`src/rtl/core/sobel_pkg.sv`:
```
// shared constants, codes and types of the sobel edge core
package sobel_pkg;

  localparam int MAX_WIDTH  = 1024;
  localparam int MAX_HEIGHT = 1024;
  localparam int COL_W      = $clog2(MAX_WIDTH);
  localparam int ROW_W      = $clog2(MAX_HEIGHT);
  localparam int DIM_W      = 11;
  localparam int CFG_IDX_W  = 2;
  localparam int PIX_W      = 32;
  localparam int GREY_W     = 8;
  localparam int LINE_W     = 2 * GREY_W + PIX_W;

  localparam logic [CFG_IDX_W-1:0] REG_FRAME_WIDTH  = 2'd0;
  localparam logic [CFG_IDX_W-1:0] REG_FRAME_HEIGHT = 2'd1;

  localparam logic [DIM_W-1:0] WIDTH_RESET  = 11'd640;
  localparam logic [DIM_W-1:0] HEIGHT_RESET = 11'd480;
  localparam logic [DIM_W-1:0] DIM_MIN      = 11'd3;
  localparam logic [DIM_W-1:0] WIDTH_MAX    = DIM_W'(MAX_WIDTH);
  localparam logic [DIM_W-1:0] HEIGHT_MAX   = DIM_W'(MAX_HEIGHT);

  // x/3 == (x*683)>>11 for every x below 2048
  localparam logic [9:0] DIV3_MUL   = 10'd683;
  localparam int         DIV3_SHIFT = 11;
  localparam logic [7:0] GREY_MAX   = 8'd255;

  typedef enum logic [9:0] {
    S_IDLE  = 10'b00_0000_0001,
    S_READ  = 10'b00_0000_0010,
    S_GRAD  = 10'b00_0000_0100,
    S_SQR   = 10'b00_0000_1000,
    S_SUM   = 10'b00_0001_0000,
    S_ROOT  = 10'b00_0010_0000,
    S_EMIT1 = 10'b00_0100_0000,
    S_EMIT2 = 10'b00_1000_0000,
    S_DRD   = 10'b01_0000_0000,
    S_DEMIT = 10'b10_0000_0000
  } state_t;

  typedef struct packed {
    logic accept_pix;
    logic accept_drain;
    logic rmw;
    logic grad;
    logic square;
    logic sum;
    logic root;
    logic emit1;
    logic emit2;
    logic emit_drain;
  } cmd_t;

  typedef struct packed {
    logic drain_ok;
    logic res1;
    logic res2;
    logic root_last;
    logic out_free;
  } sts_t;

endpackage

```
`src/rtl/core/sobel_ctrl.sv`:
```
// sequencing state machine of the sobel edge core
module sobel_ctrl (
  input  logic              clk,
  input  logic              rst_n,
  input  logic              in_valid,
  input  logic              in_command,
  output logic              in_ready,
  input  sobel_pkg::sts_t   sts,
  output sobel_pkg::cmd_t   cmd
);

  sobel_pkg::state_t state_r, state_nxt;

  always_ff @(posedge clk) begin
    if (!rst_n) begin
      state_r <= sobel_pkg::S_IDLE;
    end else begin
      state_r <= state_nxt;
    end
  end

  always_comb begin
    state_nxt = state_r;
    cmd       = '0;
    in_ready  = 1'b0;
    case (state_r)
      sobel_pkg::S_IDLE: begin
        in_ready = 1'b1;
        if (in_valid) begin
          if (in_command) begin
            cmd.accept_drain = 1'b1;
            state_nxt = sts.drain_ok ? sobel_pkg::S_DRD : sobel_pkg::S_IDLE;
          end else begin
            cmd.accept_pix = 1'b1;
            state_nxt = sobel_pkg::S_READ;
          end
        end
      end
      sobel_pkg::S_READ: begin
        cmd.rmw = 1'b1;
        state_nxt = sobel_pkg::S_GRAD;
      end
      sobel_pkg::S_GRAD: begin
        cmd.grad = 1'b1;
        state_nxt = sobel_pkg::S_SQR;
      end
      sobel_pkg::S_SQR: begin
        cmd.square = 1'b1;
        state_nxt = sobel_pkg::S_SUM;
      end
      sobel_pkg::S_SUM: begin
        cmd.sum = 1'b1;
        state_nxt = sobel_pkg::S_ROOT;
      end
      sobel_pkg::S_ROOT: begin
        cmd.root = 1'b1;
        if (sts.root_last) begin
          state_nxt = sobel_pkg::S_EMIT1;
        end
      end
      sobel_pkg::S_EMIT1: begin
        if (!sts.res1) begin
          state_nxt = sts.res2 ? sobel_pkg::S_EMIT2 : sobel_pkg::S_IDLE;
        end else if (sts.out_free) begin
          cmd.emit1 = 1'b1;
          state_nxt = sts.res2 ? sobel_pkg::S_EMIT2 : sobel_pkg::S_IDLE;
        end
      end
      sobel_pkg::S_EMIT2: begin
        if (sts.out_free) begin
          cmd.emit2 = 1'b1;
          state_nxt = sobel_pkg::S_IDLE;
        end
      end
      sobel_pkg::S_DRD: begin
        state_nxt = sobel_pkg::S_DEMIT;
      end
      sobel_pkg::S_DEMIT: begin
        if (sts.out_free) begin
          cmd.emit_drain = 1'b1;
          state_nxt = sobel_pkg::S_IDLE;
        end
      end
      default: begin
        state_nxt = sobel_pkg::S_IDLE;
      end
    endcase
  end

endmodule

```
`config.mk`:
```
export PLATFORM = sky130hd
export DESIGN_NAME = sobel_ctrl
export DESIGN_NICKNAME = d
export VERILOG_FILES = /design/src/rtl/core/sobel_pkg.sv /design/src/rtl/core/sobel_ctrl.sv
export SDC_FILE = /design/constraint.sdc
export NUM_CORES = 1
export LEC_CHECK = 0
export ABC_AREA = 1
export BUFFER_PORTS_ARGS = -buffer_cell sky130_fd_sc_hd__buf_2
export CAP_MARGIN = 10
export CORE_MARGIN = 2
export CORE_UTILIZATION = 45
export CTS_CLUSTER_DIAMETER = 80
export DETAILED_ROUTE_END_ITERATION = 7
export MAX_ROUTING_LAYER = met4
export PLACE_DENSITY = 0.79
export SETUP_SLACK_MARGIN = 0.5
export SKIP_LAST_GASP = 1
export SLEW_MARGIN = 20
export SYNTH_ARGS = -nofsm -noshare
export SYNTH_HDL_FRONTEND = slang
export SYNTH_SLANG_ARGS = --single-unit
```
`constraint.sdc`:
```
create_clock -name clk -period 1.2 [get_ports clk]
set_input_delay 0.06 -clock clk [delete_from_list [all_inputs] [get_ports clk]]
set_output_delay 0.06 -clock clk [all_outputs]
set_load 0.02 [all_outputs]
```
==> results.md <==
- Vias in the first global route: between 900 and 1000
- WL/cell: about 15 microns
- Max VDD drop: 2.523 mV
- Fraction of layout cells with a size suffix above 1: 0.6278
- Total grt overflow: 0
- Critical path fanouts, max: 3
- Cells after Synth: 130
- CTS max path bufs: 2
- Outcome: complete, but fails checks
- Worst Skew: 7.254 ps
- Antenna violations before repair: 0
- Via count: slightly above 1000
- WP data required: between 1000 and 1500 ps
- Post-route DRC violation count: 0
- Final hold violations: 0
- Largest regs: state_r x10
- Setup crit end kind: register
- Seq/Total Area, Yosys: 0.2548
- Critical path class: reg -> reg
- Initial DRC Count: 62
- Pleak: between 0.7 and 0.8 nW
- Yosys cell types: 17
- Pre-CTS setup slack: -129.8 ps
- Worst slew pin tran: 337.7 ps
- Net count, final: 191
- Minimum clock period after layout: 1597 ps
- Internal power: between 1.5 and 2 mW
- Cts bufs inserted: 3
- Fmax: 626.3 MHz
- Non-Filler Instances: 197
- Max reg flops: 10
- DR pass1 iterations: 4
- Clk root buf: clkbuf_4
- CTS tree: yes
- # hold bufs at CTS: 0
- Final instance area: roughly 1400 sq um
- Core ar.: 1689 sq um
- Placed inst area: between 1000 and 1500 sq um
- Worst path cell trace: nor2_4 -> nand2_2 -> nor2_2 -> nand2_1 -> buf_4 -> nand2_1 -> nor2_1 -> nand2_1 -> nand2_1 -> nand2_1 -> nand3_1
- RSZ-0062 raised after global routing: true
- Htree depth: 1
- First-pass GRT wire length: approximately 4.0 mm
- # Max-Cap Violations: 0
- NetSw: 2.118 mW
- Hold WC Path Type: in -> reg
- Max Slew Vio Count: 0
- Top cell type's share of synthesized area: 0.2548
- Synth area leader: dfxtp_1
- Largest net degree at the start of global routing: 11
- Port Buffers: 19
- Arr. time, crit path: 1750 ps
- Inst Count DP: approximately 180
- Most common cell after layout, fill and taps aside: buf_4
- Gp weighted congestion: around 0.82
- Vias/cell: approximately 5.3
- Critical path launch point type: register
- Most frequent cells in the layout: buf_4, inv_1, nor2_1
- Hold Path Depth: 3
- Clk slew on worst S/H paths: around 70 ps
- Post-route ant nets: 0
- YS warnings: 0
- I/O pin total: 20
- Cell mode on critical path: nand2_1
- Worst-Skew Late Latency: ~280 ps
- Slew margin rel.: 0.7740
- Pwr dens: between 2000 and 3000 nW/um^2
- DIE AREA: 2096 sq um
- Flop pwr share: 0.147
- R2r worst-path depth: 11
- Setup slack after layout: -396.7 ps
- Crit share post-route: 1.331
- CTS sink cnt: 10
- P&R area growth vs syn: 79.46%
- GRT Resource Usage Total: 0.2815
- Cell area after synthesis: 785.8 sq um
- Clk pwr share: 0.062
- Worst path slowest cell: dfxtp_4
- Worst stage delay on the critical path: between 300 and 400 ps
- DRT Wirelength: 3.034 mm
- Hold slack: between 100 and 150 ps
- Sw frac: 0.5278
- Failing checks: negative setup slack
- Largest Register: state_r
- Die Ht: 45.79 microns
- # setup viols final: 21
- Leading post-synthesis cells by cell area: dfxtp_1, inv_1, nand2_1, nor2_1, nor2_4
- Diode count: 0
- Syn_nets: between 100 and 150
- Dpl hpwl: 1.472 mm
- Syn avg cell area: a little over 6 sq um
- Initial Utilization: 0.4652
- FF+latch count, synth: 10
- Row cnt: 15
- Die X: 45.79 microns
- Combinational power share: 0.791
-- per-layer routing --
metal	global-route usage	part of all wire
met1	0.3325	0.37
met4	0.1543	0.044
met2	0.4592	0.52
met5	-	0
met3	0.03571	0.067
-- worst max-delay path: cells and delay by family (launching register included) --
family	cells	cell delay, ps
DFF	1	370
buffers and inverters	1	140
and+or+nand+nor	10	980
-- cell families (layout without fill, tap and decap cells) --
kind of cell	Yosys count	in the layout	share of synthesized area
DFF	10	10	0.2548
buffers and inverters	30	80	0.1433
AOI/OAI and AO/OA	2	2	0.01751
and+or+nand+nor	88	88	0.5844
-- cell type report --
type / instances / area (sq um)
repair buffers: 48 / 400.4
well taps: 17 / 21.27
multi-input cells: 90 / 630.6
fillers: 92 / 279.0
flip-flops and latches: 10 / 216.5
clock buffers: 3 / 22.52
inverters: 29 / 118.9
-- per-stage QoR --
| step | util | TNS (ps) | power, mW |
|---|---|---|---|
| after floorplan | - | 0 | 2.038 |
| after global placement | 0.6126 | -822.8 | 2.418 |
| after detailed placement | 0.6126 | -1048 | 2.467 |
| after CTS | 0.7748 | -4453 | 3.344 |
| after global routing | 0.8348 | -7687 | 4.219 |
| final | 0.8348 | -6528 | 4.012 |
-- power by group through the flow --
stage / clock network, mW / logic, mW / registers (mW)
3_3_place_gp: 0 / 1.85 / 0.572
2_1_floorplan: 0 / 1.47 / 0.564
5_1_grt: 0.267 / 3.35 / 0.601
6_report: 0.250 / 3.17 / 0.589
3_5_place_dp: 0 / 1.89 / 0.575
4_1_cts: 0.247 / 2.52 / 0.573
-- final timing paths --
kind	from	end	slack (ps)
max reg2reg	state_r[5]	state_r[0]	-400
min reg2reg	state_r[9]	state_r[9]	690
min	rst_n	state_r[2]	120
max	state_r[5]	state_r[0]	-400
-- cells in the mapped netlist --
cell type / n
a21oi_2: 1
buf_1: 1
dfxtp_1: 10
inv_1: 27
inv_2: 2
nand2_1: 27
nand2_2: 8
nand2_4: 1
nand3_1: 8
nand3_2: 2
nand3b_1: 1
nand4_1: 1
nor2_1: 26
nor2_2: 4
nor2_4: 8
nor3_1: 2
o21ai_1: 1
-- timing repair --
action | in CTS | in global routing
buffers inserted | 15 | 1
cloned | 0 | 0
resized for setup | 43 | 23
setup endpoints to repair | 21 | 21
pin swaps | 11 | 16
Note: power is estimated with default switching activity, not from simulation.
